--- src/rtl/trs_pkg.sv ---
package trs_pkg;

  // Length of a table key, in characters.
  localparam int unsigned KeyLen = 10;

  // Command codes on the input channel.
  localparam logic [2:0] CMD_TEXT  = 3'd0;
  localparam logic [2:0] CMD_KEY   = 3'd1;
  localparam logic [2:0] CMD_VALUE = 3'd2;
  localparam logic [2:0] CMD_ENTRY = 3'd3;
  localparam logic [2:0] CMD_FLUSH = 3'd4;

  localparam logic [7:0] ChNewline    = 8'h0A;
  localparam logic [7:0] ChUnderscore = 8'h5F;

  // Classification done by the front end.
  typedef enum logic [2:0] {
    K_WORD_CHAR,
    K_UNDERSCORE,
    K_OTHER_TEXT,
    K_KEY_WR,
    K_VAL_WR,
    K_ENTRY_SET,
    K_FLUSH,
    K_NONE
  } kind_e;

  typedef struct packed {
    kind_e      kind;
    logic [7:0] data_byte;
    logic [5:0] entry;
    logic [4:0] char_position;
    logic [5:0] value_len;
    logic       set_valid;
  } item_t;

  typedef enum logic [2:0] {
    ST_IDLE,
    ST_SEARCH,
    ST_VADDR,
    ST_VEMIT,
    ST_DUMP,
    ST_TAIL
  } state_e;

  function automatic logic is_alnum(logic [7:0] b);
    return (b >= 8'h30 && b <= 8'h39) || (b >= 8'h41 && b <= 8'h5A) ||
           (b >= 8'h61 && b <= 8'h7A);
  endfunction

endpackage

--- src/rtl/trs_front.sv ---
module trs_front (
  input  logic          clk_i,
  input  logic          rst_ni,
  input  logic          in_valid_i,
  output logic          in_ready_o,
  input  logic [2:0]    cmd_i,
  input  logic [7:0]    data_byte_i,
  input  logic [5:0]    entry_i,
  input  logic [4:0]    char_position_i,
  input  logic [5:0]    value_len_i,
  input  logic          set_valid_i,
  input  logic          pop_i,
  output logic          item_valid_o,
  output trs_pkg::item_t item_o
);
  import trs_pkg::*;

  // Two-entry queue between the classifier and the back end.
  item_t      q_mem [2];
  logic       wr_ptr_q, rd_ptr_q;
  logic [1:0] count_q;
  item_t      cls;
  logic       push, pop;

  always_comb begin
    cls.data_byte     = data_byte_i;
    cls.entry         = entry_i;
    cls.char_position = char_position_i;
    cls.value_len     = value_len_i;
    cls.set_valid     = set_valid_i;
    unique case (cmd_i)
      CMD_TEXT: begin
        if (is_alnum(data_byte_i)) begin
          cls.kind = K_WORD_CHAR;
        end else if (data_byte_i == ChUnderscore) begin
          cls.kind = K_UNDERSCORE;
        end else begin
          cls.kind = K_OTHER_TEXT;
        end
      end
      CMD_KEY:   cls.kind = K_KEY_WR;
      CMD_VALUE: cls.kind = K_VAL_WR;
      CMD_ENTRY: cls.kind = K_ENTRY_SET;
      CMD_FLUSH: cls.kind = K_FLUSH;
      default:   cls.kind = K_NONE;
    endcase
  end

  assign in_ready_o   = (count_q != 2'd2);
  assign push         = in_valid_i && in_ready_o;
  assign item_valid_o = (count_q != 2'd0);
  assign pop          = pop_i && item_valid_o;
  assign item_o       = q_mem[rd_ptr_q];

  always_ff @(posedge clk_i or negedge rst_ni) begin
    if (!rst_ni) begin
      wr_ptr_q <= 1'b0;
      rd_ptr_q <= 1'b0;
      count_q  <= 2'd0;
    end else begin
      if (push) wr_ptr_q <= ~wr_ptr_q;
      if (pop)  rd_ptr_q <= ~rd_ptr_q;
      count_q <= count_q + {1'b0, push} - {1'b0, pop};
    end
  end

  always_ff @(posedge clk_i) begin
    if (push) q_mem[wr_ptr_q] <= cls;
  end

endmodule

--- config.mk ---
export PLATFORM = sky130hd
export DESIGN_NAME = trs_front
export DESIGN_NICKNAME = d
export VERILOG_FILES = /design/src/rtl/trs_pkg.sv /design/src/rtl/trs_front.sv
export SDC_FILE = /design/constraint.sdc
export NUM_CORES = 1
export LEC_CHECK = 0
export ABC_AREA = 0
export BUFFER_PORTS_ARGS = -buffer_cell sky130_fd_sc_hd__buf_2
export CORE_MARGIN = 2
export CORE_UTILIZATION = 46
export DETAILED_ROUTE_END_ITERATION = 10
export PLACE_DENSITY = 0.73
export SYNTH_ARGS = -nofsm -noshare
export SYNTH_HDL_FRONTEND = slang
export SYNTH_SLANG_ARGS = --single-unit
--- constraint.sdc ---
create_clock -name clk_i -period 2.25 [get_ports clk_i]
set_input_delay 0.225 -clock clk_i [delete_from_list [all_inputs] [get_ports clk_i]]
set_output_delay 0.225 -clock clk_i [all_outputs]
set_load 0.01 [all_outputs]
== Yosys cells after proc, flatten, opt, wreduce, memory -nomap -nowiden ==
Memories as Yosys holds them, arrays and structs flattened.
Index checks and enable logic that the tools add are counted.

* Flip-flop bits (word level): 4
* Memory bits (writable): 58
* Bits of input ports: 33
* Output and inout port bits: 31
* Memories kept: 1

{| class="wikitable"
|+ Memories
! name !! depth !! width !! read ports !! clocked after memory_dff !! wr ports !! RTL line !! source
|-
| q_mem || 2 || 29 || 1 || 0 || 1 || trs_front.sv:19 || <nowiki>item_t q_mem [2];</nowiki>
|}

* Add/subtract/negate cells: 2
* $lt $le $gt $ge: 6
* Equality and inequality tests: 6
* Multiplexer cells: 5
* Bitwise operators: 2
* Reductions and logical operators: 9

{| class="wikitable"
|+ Operator list
! cell !! count
|-
| $ge 8x7->1 const B || 2
|-
| $le 8x7->1 const B || 2
|-
| $pmux 3 s5 || 1
|-
| $eq 8x7->1 const B || 1
|-
| $ge 8x6->1 const B || 1
|-
| $le 8x6->1 const B || 1
|-
| $eq 3x2->1 const B || 2
|-
| $logic_and 1x1->1 || 5
|-
| $mux 2 || 2
|-
| $eq 3x1->1 const B || 1
|-
| $eq 3x3->1 const B || 1
|-
| $logic_not 3->1 || 1
|-
| $add 2x1->2 || 1
|-
| $logic_or 1x1->1 || 2
|-
| $mux 1 || 2
|-
| $ne 2x2->1 const B || 1
|-
| $not 1->1 || 2
|-
| $reduce_bool 2->1 || 1
|-
| $sub 2x1->2 || 1
|}

== Logic depth before layout (Yosys ltp) ==
Gate-level depths: netlist (run 1).

* Word-level depth: 6
* Depth in mapped cells: 7

== Worst setup path before layout (run 1) ==
Ideal clock, no wire load.

* Kind: reg2reg
* From: register count_q[1]
* To: memory q_mem[0][0] in the netlist's numbering, enable pin
* Library setup time: 0.415 ns
* Arrival: 1.894 ns
* Path slack: -0.059 ns
* Cell stages (with the launch flop): 4
* Buffers on the path: 0
* Clock period less this slack: 2.309 ns
* Cell sequence: dfrtp_1 -> nand2b_1 -> nand2_1 -> nor2_1

* Word-level cells in the longest chain between the ends: 4

{| class="wikitable"
|+ RTL lines
! item !! RTL line !! source
|-
| from (decl) || trs_front.sv:21 || <nowiki>logic [1:0] count_q;</nowiki>
|-
| from (signal assigned) || trs_front.sv:63 || <nowiki>count_q <= count_q + {1'b0, push} - {1'b0, pop};</nowiki>
|-
| $ne 2x2->1 || trs_front.sv:49 || <nowiki>assign in_ready_o = (count_q != 2'd2);</nowiki>
|-
| named net in_ready_o || trs_front.sv:5 || <nowiki>output logic in_ready_o,</nowiki>
|-
| $logic_and 1x1->1 || trs_front.sv:50 || <nowiki>assign push = in_valid_i && in_ready_o;</nowiki>
|-
| $mux 1 || trs_front.sv:68 || <nowiki>if (push) q_mem[wr_ptr_q] <= cls;</nowiki>
|-
| $mux 1 (not written as such) || trs_front.sv:68 ||
|-
| to (decl) || trs_front.sv:19 ||
|}

The timed path passes the listed nets, and every way through them passes these cells.

== Worst setup path in the final report (run 1) ==
* From: register count_q[1]
* To: register count_q[1]

* Elaborated cells on any way between the ends: 6
* Classes of those cells: 2 x add/sub; 1 x eq/ne; 3 x reduce/logical

{| class="wikitable"
|+ RTL lines
! item !! RTL line !! source
|-
| $reduce_bool 2->1 || trs_front.sv:51 || <nowiki>assign item_valid_o = (count_q != 2'd0);</nowiki>
|-
| $logic_and 1x1->1 || trs_front.sv:52 || <nowiki>assign pop = pop_i && item_valid_o;</nowiki>
|-
| named net pop || trs_front.sv:23 || <nowiki>logic push, pop;</nowiki>
|-
| $sub 2x1->2 || trs_front.sv:63 ||
|}

The timed path passes the listed nets, and every way through them passes these cells.
A chain may end at the register's enable or synchronous reset.

==> impl_metrics.tcl, run 1 <==
set metrics [dict create \
    cts_max_level 3 \
    clock_path_buffers 2 \
    synth.net_count 158 \
    num-nets-final 234 \
    vias 1332 \
    reg2reg_from "count_q[1]" \
    clock-sinks 62 \
    initial_utilization_pct 47.1 \
    whs_path_depth 1 \
    post-route-util_pct 59.2 \
    hp-class "primary input to flip-flop" \
    r2r_cells 7 \
    maxCapViolations 0 \
    rsz0062_at_grt "no" \
    grt-ovfl-total 0 \
    die-area_mm2 0.00575 \
    grt_max_degree 30 \
    drv_slew 0 \
    syn2layout_area_growth_pct 25.8 \
    p_leak_nw 1.13 \
    slew_headroom_pct 74.2 \
    finalHoldViolCount 0 \
    r2r_slack_ns 0.43 \
    finalSetupViolCount 0 \
    antenna_found_initial 0 \
    powerDensity_mw_per_mm2 1240 \
    ir_drop_mv 0.687 \
    finalWorstSetupSlack_ns 0.432 \
    fin_skew_ns 0.00469 \
    worstMarginPinSlew_ns 0.388 \
    cp.arrival_ns 2.06 \
    synth_area_per_cell_um2 19.3 \
    antenna_left 0 \
    die_w_um 75.9 \
    mappedNetlistArea_mm2 0.00237 \
    io_pins 64 \
    yosysUniqueCellTypes 23 \
    path_clk_slew_ns 0.06 \
    crit_path_end_kind "flip-flop" \
    ys_seq_area_share_pct 77.6 \
    min_from "entry_i[5]" \
    clkLatencyLatePin_ns 0.32 \
    p_total_w 0.00370 \
    ys_seq_elements 62 \
    grtUsageTotal_pct 15.5 \
    postCtsHoldBufs 1 \
    core-area_mm2 0.00504 \
    critical_path.max_fanout 3 \
    port_buffers 63 \
    period_needed_ns 1.82 \
    cts_setup_buffers 0 \
    drt_pass1_iterations 4 \
    holdPathEnd "q_mem[0][17]" \
    die_h_um 75.9 \
    grt_pass1_vias 1302 \
    viasPerCell 4.86 \
    ys_warn_count 0 \
    wl_um 4110 \
    drc 0 \
    place.gp.congestion 0.732 \
    dpl.hpwl_um 2860 \
    ctsRootBufferMaster "clkbuf_8" \
    status "complete, no violations" \
    wl_per_cell_um 15.0 \
    final.period_utilization_pct 80.8 \
    finalSetupTns_ns 0 \
    path_class "flip-flop to flip-flop" \
    tritoncts "yes" \
    cts_buffers 9 \
    drive_gt1_share_pct 54.4 \
    grt_pass1_wl_um 6110 \
    drtIter0Drc 60 \
    dp_slack_ns 0.439 \
    fmax_ghz 0.550 \
    synthCells 123 \
    post_cts_resized 0 \
    rows 26 \
    reg2reg_to "count_q[1]" \
    cp-start-kind "flip-flop" \
    worstPathRequired_ns 2.49 \
    antenna_cells 0 \
]
==> state kept, by name, summed over array words and instances, names as in the netlist <==
register	count
q_mem	58
count_q	2
rd_ptr_q	1
wr_ptr_q	1
==> cell usage after synthesis <==
| cell | instances | area share (%) |
|---|---|---|
| o21ai_0 | 1 | 0.21 |
| o31ai_1 | 1 | 0.32 |
| or2_2 | 2 | 0.53 |
| o21ai_1 | 1 | 0.21 |
| nand2b_1 | 1 | 0.26 |
| dfrtp_1 | 4 | 4.2 |
| nor3_1 | 1 | 0.21 |
| a21oi_1 | 4 | 0.84 |
| nand2_1 | 3 | 0.47 |
| nand4bb_1 | 1 | 0.47 |
| o41a_1 | 1 | 0.47 |
| mux2_2 | 29 | 14 |
| nor2_1 | 1 | 0.16 |
| nand4_1 | 1 | 0.26 |
| and3_1 | 1 | 0.26 |
| and2_1 | 1 | 0.26 |
| edfxtp_1 | 58 | 73 |
| ha_1 | 2 | 1.1 |
| o22ai_1 | 1 | 0.26 |
| inv_1 | 2 | 0.32 |
| xnor2_1 | 3 | 1.1 |
| xor2_1 | 1 | 0.37 |
| buf_2 | 3 | 0.63 |
==> layout by cell type (no fill, tap or decap) <==
master,instances
nand4_1,1
and2_1,1
nor3_1,1
o22ai_1,1
edfxtp_1,58
or2_2,2
o41a_1,1
buf_2,63
xnor2_1,3
clkinv_1,2
clkinv_2,1
clkbuf_1,2
ha_1,2
dfrtp_1,4
and3_1,1
inv_1,2
buf_4,4
nand4bb_1,1
nand2b_1,1
clkbuf_8,9
o31ai_1,1
mux2_2,29
nor2_2,1
nand2_1,3
bufinv_16,1
o21ai_0,1
clkinvlp_4,1
dlygate4sd3_1,1
xor2_1,1
o21ai_1,1
a21oi_1,4
==> layer usage <==
layer / up-vias / routed length (µm) / GRT usage, %
li1: 632 / - / -
met1: 650 / 1600 / 16.8
met2: 45 / 2200 / 26.6
met3: 5 / 270 / 5.03
met4: 0 / 48 / 8.77
met5: - / 0 / 0
==> cells by family after synthesis <==
kind of cell	after synthesis	share of synthesized area [%]
simple gates	12	2.90
flops	62	77.6
mux	29	13.8
fa+ha+maj	2	1.05
compound gates	9	2.32
buf+inv	5	0.948
xor+xnor	4	1.48
==> worst max path at each step <==
stage,startpoint,end,slack (ns),depth (start not counted)
2_1_floorplan,count_q[1],q_mem[0][0],0.42,3
3_3_place_gp,count_q[1],count_q[1],0.55,7
3_5_place_dp,count_q[1],count_q[1],0.44,7
4_1_cts,count_q[1],count_q[1],0.42,7
5_1_grt,count_q[1],count_q[1],0.34,7
6_report,count_q[1],count_q[1],0.43,7
==> metrics by stage <==
step | hold WS (ns) | cell area [µm²] | std cells
after floorplan | -0.0706 | 2380 | 123
after global placement | 0.0304 | 2800 | 257
after global routing | 0.0671 | 2990 | 274
after CTS | 0.0761 | 2990 | 274
final | 0.0914 | 2990 | 274
after detailed placement | 0.0313 | 2800 | 257
==> layout make-up <==
cell class,count,area [µm²]
Timing Repair Buffer,68,355
Inverter,2,7.51
Fill cell,408,2060
Multi-Input combinational cell,56,513
Clock buffer,11,131
Tap cell,70,87.6
Clock inverter,5,50.0
Sequential cell,62,1840
==> power by group <==
group,leakage [nW],switching [W],internal (W)
combinational,0.460,0.000607,0.000543
sequential,0.583,0.0000785,0.00158
clock,0.0884,0.000386,0.000503
==> critical path, cell delays in order (launching register included) <==
cell and delay (ns):
dfrtp_1 0.40, or2_2 0.32, and2_1 0.20, ha_1 0.29, inv_1 0.04, ha_1 0.18, xnor2_1 0.16, xnor2_1 0.14
Power figures use the tool's default switching activity.
==> run 2, diff against run 1 <==
Settings changed: ABC_AREA 0 to 1, CORE_UTILIZATION 46 to 52, PLACE_DENSITY 0.73 to 0.78.
Clock period 2.25 ns to 1.9 ns, I/O delays scaled along.
==> run 2 against run 1 <==
Flip-flop and latch count stayed put. Clock power is 21% higher. Non-clock buffer count is 2 higher. Die area is 7.9% lower. Clock-buffer cell count is 2 lower. Critical path type unchanged. Highest routed layer unchanged.
==> impl_metrics.tcl, run 2 <==
set metrics [dict create \
    yosysUniqueCellTypes 16 \
    worstMarginPinSlew_ns 0.250 \
    num-nets-final 319 \
    drt_pass1_iterations 4 \
    core-area_mm2 0.00463 \
    rsz0062_at_grt "no" \
    fmax_ghz 0.655 \
    antenna_left 0 \
    p_leak_nw 1.39 \
    antenna_cells 0 \
    synth_area_per_cell_um2 11.8 \
    top_register "q_mem" \
    yosysTopAreaCellShare_pct 70.8 \
    grt-ovfl-total 0 \
    initial_utilization_pct 53.2 \
    final_area_mm2 0.00309 \
    finalSetupViolCount 0 \
    powerDensity_mw_per_mm2 1490 \
    crit_path_end_kind "flip-flop" \
    path_clk_slew_ns 0.07 \
    yosys.area.top_type "edfxtp_1" \
    finalSetupTns_ns 0 \
    cts_max_level 3 \
    mappedNetlistArea_mm2 0.00246 \
    synthArstFlopShare_pct 6.45 \
    dpl.hpwl_um 2830 \
    period_needed_ns 1.53 \
    die_w_um 72.8 \
    tritoncts "yes" \
    ys_seq_area_share_pct 74.8 \
    grt_max_degree 30 \
    layout_commonest_cell "nand2_1" \
    wl_per_cell_um 12.3 \
    ir_drop_mv 1.08 \
    dpl_cell_area_mm2 0.00289 \
    maxCapViolations 0 \
    vias 1664 \
    drtIter0Drc 91 \
    ctsRootBufferMaster "clkbuf_8" \
    cp.arrival_ns 1.74 \
    io_pins 64 \
    register_area_mm2 0.00184 \
    multi_input_area_um2 551 \
    drc 0 \
    clock-sinks 62 \
    cts_buffers 9 \
    final_cell_mix "103 x nand2_1, 63 x buf_2, 58 x edfxtp_1" \
    synthCells 209 \
    viasPerCell 4.85 \
    wl_um 4210 \
    slew_headroom_pct 83.2 \
    grtUsageTotal_pct 17.3 \
    port_buffers 63 \
    synth-edff-count 58 \
    place.gp.congestion 0.702 \
    status "complete, no violations" \
    grt_pass1_vias 1572 \
    die_h_um 72.8 \
    synth.net_count 244 \
    fin_skew_ns 0.00370 \
    synth_common_cells "103 x nand2_1, 58 x edfxtp_1, 13 x inv_1" \
    rows 25 \
    path_class "flip-flop to flip-flop" \
    drv_slew 0 \
    top_regs "q_mem (58), count_q (2)" \
    fill_cells 359 \
    cp-start-kind "flip-flop" \
    final.period_utilization_pct 80.3 \
    ys_warn_count 0 \
    synth_ff_type "edfxtp_1" \
    clock_path_buffers 2 \
    largest_reg_flops 58 \
    clkLatencyLatePin_ns 0.32 \
    finalHoldViolCount 0 \
    grt_pass1_wl_um 6730 \
    ys_seq_elements 62 \
    worstPathRequired_ns 2.11 \
    drive_gt1_share_pct 30.4 \
    antenna_found_initial 0 \
    die-area_mm2 0.00530 \
    syn2layout_area_growth_pct 25.7 \
    hp-class "primary input to flip-flop" \
    synthTopCellsByArea "edfxtp_1 71%, nand2_1 16%, dfrtp_1 4.1%, inv_1 2.0%, nor2_1 1.5%" \
    critical_path.max_fanout 3 \
    yosysMostFrequentCell "nand2_1" \
]
-- run 2: cell count changes after synthesis, moves of 2 or more --
cell,before,now
nand3_1,0,3
nand2_1,3,103
buf_4,0,2
or2_2,2,0
inv_1,2,13
nor2_1,1,10
mux2_2,29,0
-- run 2: path summary, 6_finish.rpt --
check,from,endpoint,slack [ns],depth (start not counted)
setup reg to reg,count_q[1],count_q[1],0.37,7
hold reg to reg,count_q[0],count_q[0],0.53,1
max in group asynchronous,rst_ni,rd_ptr_q,1.58,2
min in group asynchronous,rst_ni,count_q[1],0.20,2
setup / recovery,count_q[1],count_q[1],0.37,7
hold / removal,set_valid_i,q_mem[0][0],0.05,1
-- run 2: stage by stage --
step | power (W) | instances | setup WS [ns] | hold slack [ns] | util (%)
6_report | 0.00461 | 343 | 0.374 | 0.0470 | 66.8
5_1_grt | 0.00491 | 343 | 0.226 | 0.0248 | 66.8
4_1_cts | 0.00467 | 343 | 0.368 | 0.0315 | 66.8
3_5_place_dp | 0.00358 | 326 | 0.383 | 0.000191 | 62.5
3_3_place_gp | 0.00353 | 326 | 0.447 | -0.00137 | 62.5
2_1_floorplan | 0.00291 | 209 | 0.0556 | -0.106 | -
-- run 2: layout make-up --
| cell class | count | area share, % |
|---|---|---|
| Clock buffer | 9 | 4.00 |
| Clock inverter | 7 | 2.10 |
| Inverter | 13 | 1.58 |
| Multi-Input combinational cell | 128 | 17.8 |
| Sequential cell | 62 | 59.5 |
| Tap cell | 54 | 2.18 |
| Timing Repair Buffer | 70 | 12.8 |
-- run 2: metal layers --
metal  vias up  global-route usage, %  part of all wire [%]
met5         -                      0                     0
met4         0                   5.76                   1.2
met3         7                   7.60                   6.0
met2        59                   28.9                    51
met1       759                   20.1                    42
li1        839                      -                     -
-- run 2: repair_timing --
item	CTS	global route
endpoints found under the setup margin	0	0
resized for setup	0	0
hold buffers	1	0
buffers inserted	0	0
endpoints found under the hold margin	4	0
-- run 2: cell families (layout without fill, tap and decap cells) --
| family | Yosys count | count (layout) | synth area share [%] |
|---|---|---|---|
| and+or+nand+nor | 118 | 118 | 18.4 |
| DFF | 62 | 62 | 74.8 |
| buffers and inverters | 19 | 99 | 3.41 |
| AOI/OAI and AO/OA | 5 | 5 | 1.32 |
| xor gates and xnor gates | 3 | 3 | 1.07 |
| adders and majority gates | 2 | 2 | 1.02 |
-- run 2: critical path: stages, from the launching register on --
cell and delay [ns]:
dfrtp_1 0.40, or2_1 0.25, nand2_1 0.10, inv_1 0.05, ha_1 0.27, inv_1 0.04, ha_1 0.18, xnor2_1 0.12
-- run 2: power by group --
part | leakage, nW | internal (W) | switching (W)
sequential | 0.583 | 0.00187 | 0.0000936
combinational | 0.715 | 0.000594 | 0.000967
clock | 0.0948 | 0.000595 | 0.000489
total | 1.39 | 0.00306 | 0.00155
==> run 3, diff against run 2 <==
Settings changed: ABC_AREA 1 to 0, CORE_UTILIZATION 52 to 46, PLACE_DENSITY 0.78 to 0.73.
Clock period 1.9 ns to 1.3 ns, I/O delays scaled along.
==> run 3 against run 2 <==
The flow now finishes with violations (setup timing). Sequential share of layout area shrank 13 points. Maximum frequency down 6.9%. Global-route usage rose by 2.9 points. Cell count decreased by 7.6%. Worst hold slack worse by 0.0010 ns. Non-clock buffer count increased by 41. Critical endpoint is now q_mem[0][13]. Highest routed layer unchanged.
==> impl_metrics.tcl, run 3 (synthesis results as in run 1) <==
set metrics [dict create \
    status "finished, violations left" \
    violations "setup timing" \
    fin_skew_ns 0.00642 \
    drive_gt1_share_pct 58.7 \
    cts_max_level 3 \
    rows 26 \
    final_area_mm2 0.00394 \
    p_leak_nw 1.61 \
    viasPerCell 4.89 \
    stdcell_count 317 \
    final_cell_mix "58 x edfxtp_1, 36 x buf_6, 34 x buf_2" \
    rsz0062_at_grt "yes" \
    cp.arrival_ns 1.73 \
    post-route-util_pct 78.1 \
    final.period_utilization_pct 126 \
    clock_path_buffers 2 \
    finalWorstSetupSlack_ns -0.340 \
    path_cells "buf_4, buf_6, nand2b_4, nand2_4, buf_6, nor2_4, buf_12, buf_12, buf_12" \
    path_class "flip-flop to flip-flop" \
    num-nets-final 277 \
    power_frac_clock_pct 19.6 \
    die_h_um 75.9 \
    top_regs "q_mem (58), count_q (2)" \
    grtUsageTotal_pct 20.3 \
    fmax_ghz 0.610 \
    register_area_mm2 0.00184 \
    switchingPower_w 0.00253 \
    worstPathRequired_ns 1.39 \
    cp-start-kind "flip-flop" \
    ir_drop_mv 1.64 \
    layout_commonest_cell "edfxtp_1" \
    dpl.hpwl_um 3160 \
    drc 0 \
    ctsRootBufferMaster "clkbuf_8" \
    place.gp.congestion 0.728 \
    powerDensity_mw_per_mm2 2280 \
    initial_utilization_pct 47.1 \
    grt_pass1_vias 1585 \
    crit_top_cell "buf_12" \
    p_int_w 0.00644 \
    die-area_mm2 0.00575 \
    core-area_mm2 0.00504 \
    multi_input_area_um2 681 \
    critPathSlowestCell "dfrtp_1" \
    top_register "q_mem" \
    finalHoldViolCount 0 \
    grt_max_degree 20 \
    placed_cells 265 \
    io_pins 64 \
    p_total_w 0.00897 \
    worstMarginPinSlew_ns 0.418 \
    cts_buffers 9 \
    port_buffers 63 \
    crit_path_end_kind "flip-flop" \
    hold_slack_ns 0.0460 \
    p_seq_share_pct 32.9 \
    clock-sinks 62 \
    tritoncts "yes" \
    largest_reg_flops 58 \
    fill_cells 256 \
    antenna_found_initial 0 \
    antenna_left 0 \
    p_sw_share_pct 28.2 \
    vias 1550 \
    grt_pass1_wl_um 7900 \
    finalSetupViolCount 90 \
    p_comb_share_pct 47.5 \
    die_w_um 75.9 \
    syn2layout_area_growth_pct 65.9 \
    clkLatencyLatePin_ns 0.32 \
    slew_headroom_pct 71.9 \
    grt-ovfl-total 0 \
    path_clk_slew_ns 0.07 \
    wl_um 6020 \
    dpl_cell_area_mm2 0.00296 \
    drt_pass1_iterations 4 \
    wl_per_cell_um 19.0 \
    period_needed_ns 1.64 \
    critical_path.max_fanout 8 \
    maxCapViolations 0 \
    hp-class "primary input to flip-flop" \
    cp_slowest_stage_delay_ns 0.39 \
    drtIter0Drc 94 \
    drv_slew 0 \
    antenna_cells 0 \
]
-- run 3: changes by cell type in the layout (fill, tap and decap cells not counted), sizes merged, moves of 2 or more --
cell         previous run  this run
buf                    69        91
clkbuf                  9        11
clkinvlp                2         0
dlygate4sd3             1        19
inv                    13         2
mux2                    0        29
nand2                 103         3
nand3                   3         0
nor2                   10         1
-- run 3: area by class of cell --
type / count / share of cell area [%]
flip-flops and latches: 62 / 46.8
repair buffers: 111 / 28.3
multi-input cells: 56 / 17.3
clock buffers: 10 / 3.24
well taps: 70 / 2.22
clock inverters: 6 / 1.94
inverters: 2 / 0.191
-- run 3: repair_timing --
item | in CTS | in global routing
setup endpoints to repair | 90 | 90
pin swaps | 3 | 2
gates resized for setup | 45 | 29
hold buffers | 19 | 0
setup buffers | 7 | 6
hold endpoints to repair | 40 | 0
gates cloned | 4 | 2
-- run 3: per-stage QoR --
stage	setup TNS [ns]	setup slack, ns
2_1_floorplan	-7.32	-0.290
3_3_place_gp	-5.24	-0.257
3_5_place_dp	-7.29	-0.326
4_1_cts	-21.45	-0.309
5_1_grt	-26.39	-0.386
6_report	-23.12	-0.340
-- run 3: power by group through the flow --
stage	clock [W]	sequential, W	combinational, W
4_1_cts	0.00176	0.00290	0.00366
3_3_place_gp	0	0.00289	0.00238
2_1_floorplan	0	0.00288	0.00139
5_1_grt	0.00186	0.00299	0.00448
3_5_place_dp	0	0.00293	0.00247
6_report	0.00176	0.00295	0.00426
-- run 3: path summary, 6_finish.rpt --
check | start | to | slack [ns] | depth (start not counted)
max | count_q[0] | q_mem[0][13] | -0.34 | 9
min | data_byte_i[2] | q_mem[1][20] | 0.05 | 1
max reg2reg | count_q[0] | q_mem[0][13] | -0.34 | 9
min reg2reg | wr_ptr_q | wr_ptr_q | 0.56 | 1
max in group asynchronous | rst_ni | rd_ptr_q | 1.01 | 2
min in group asynchronous | rst_ni | count_q[1] | 0.14 | 2
-- run 3: worst max-delay path: cells and delay by family, from the launching register on --
kind                   cells  cell delay [ns]
flip-flops                 1             0.39
AND/OR/NAND/NOR            3             0.28
buffers and inverters      6             0.73
-- run 3: routing by layer --
layer	part of all wire [%]	global-route usage, %	vias up	wire length (µm)
li1	-	-	724	-
met1	38	24.1	788	2280
met2	58	34.5	31	3500
met3	2.8	5.56	7	168
met4	1.3	8.77	0	77
met5	0	0	-	0
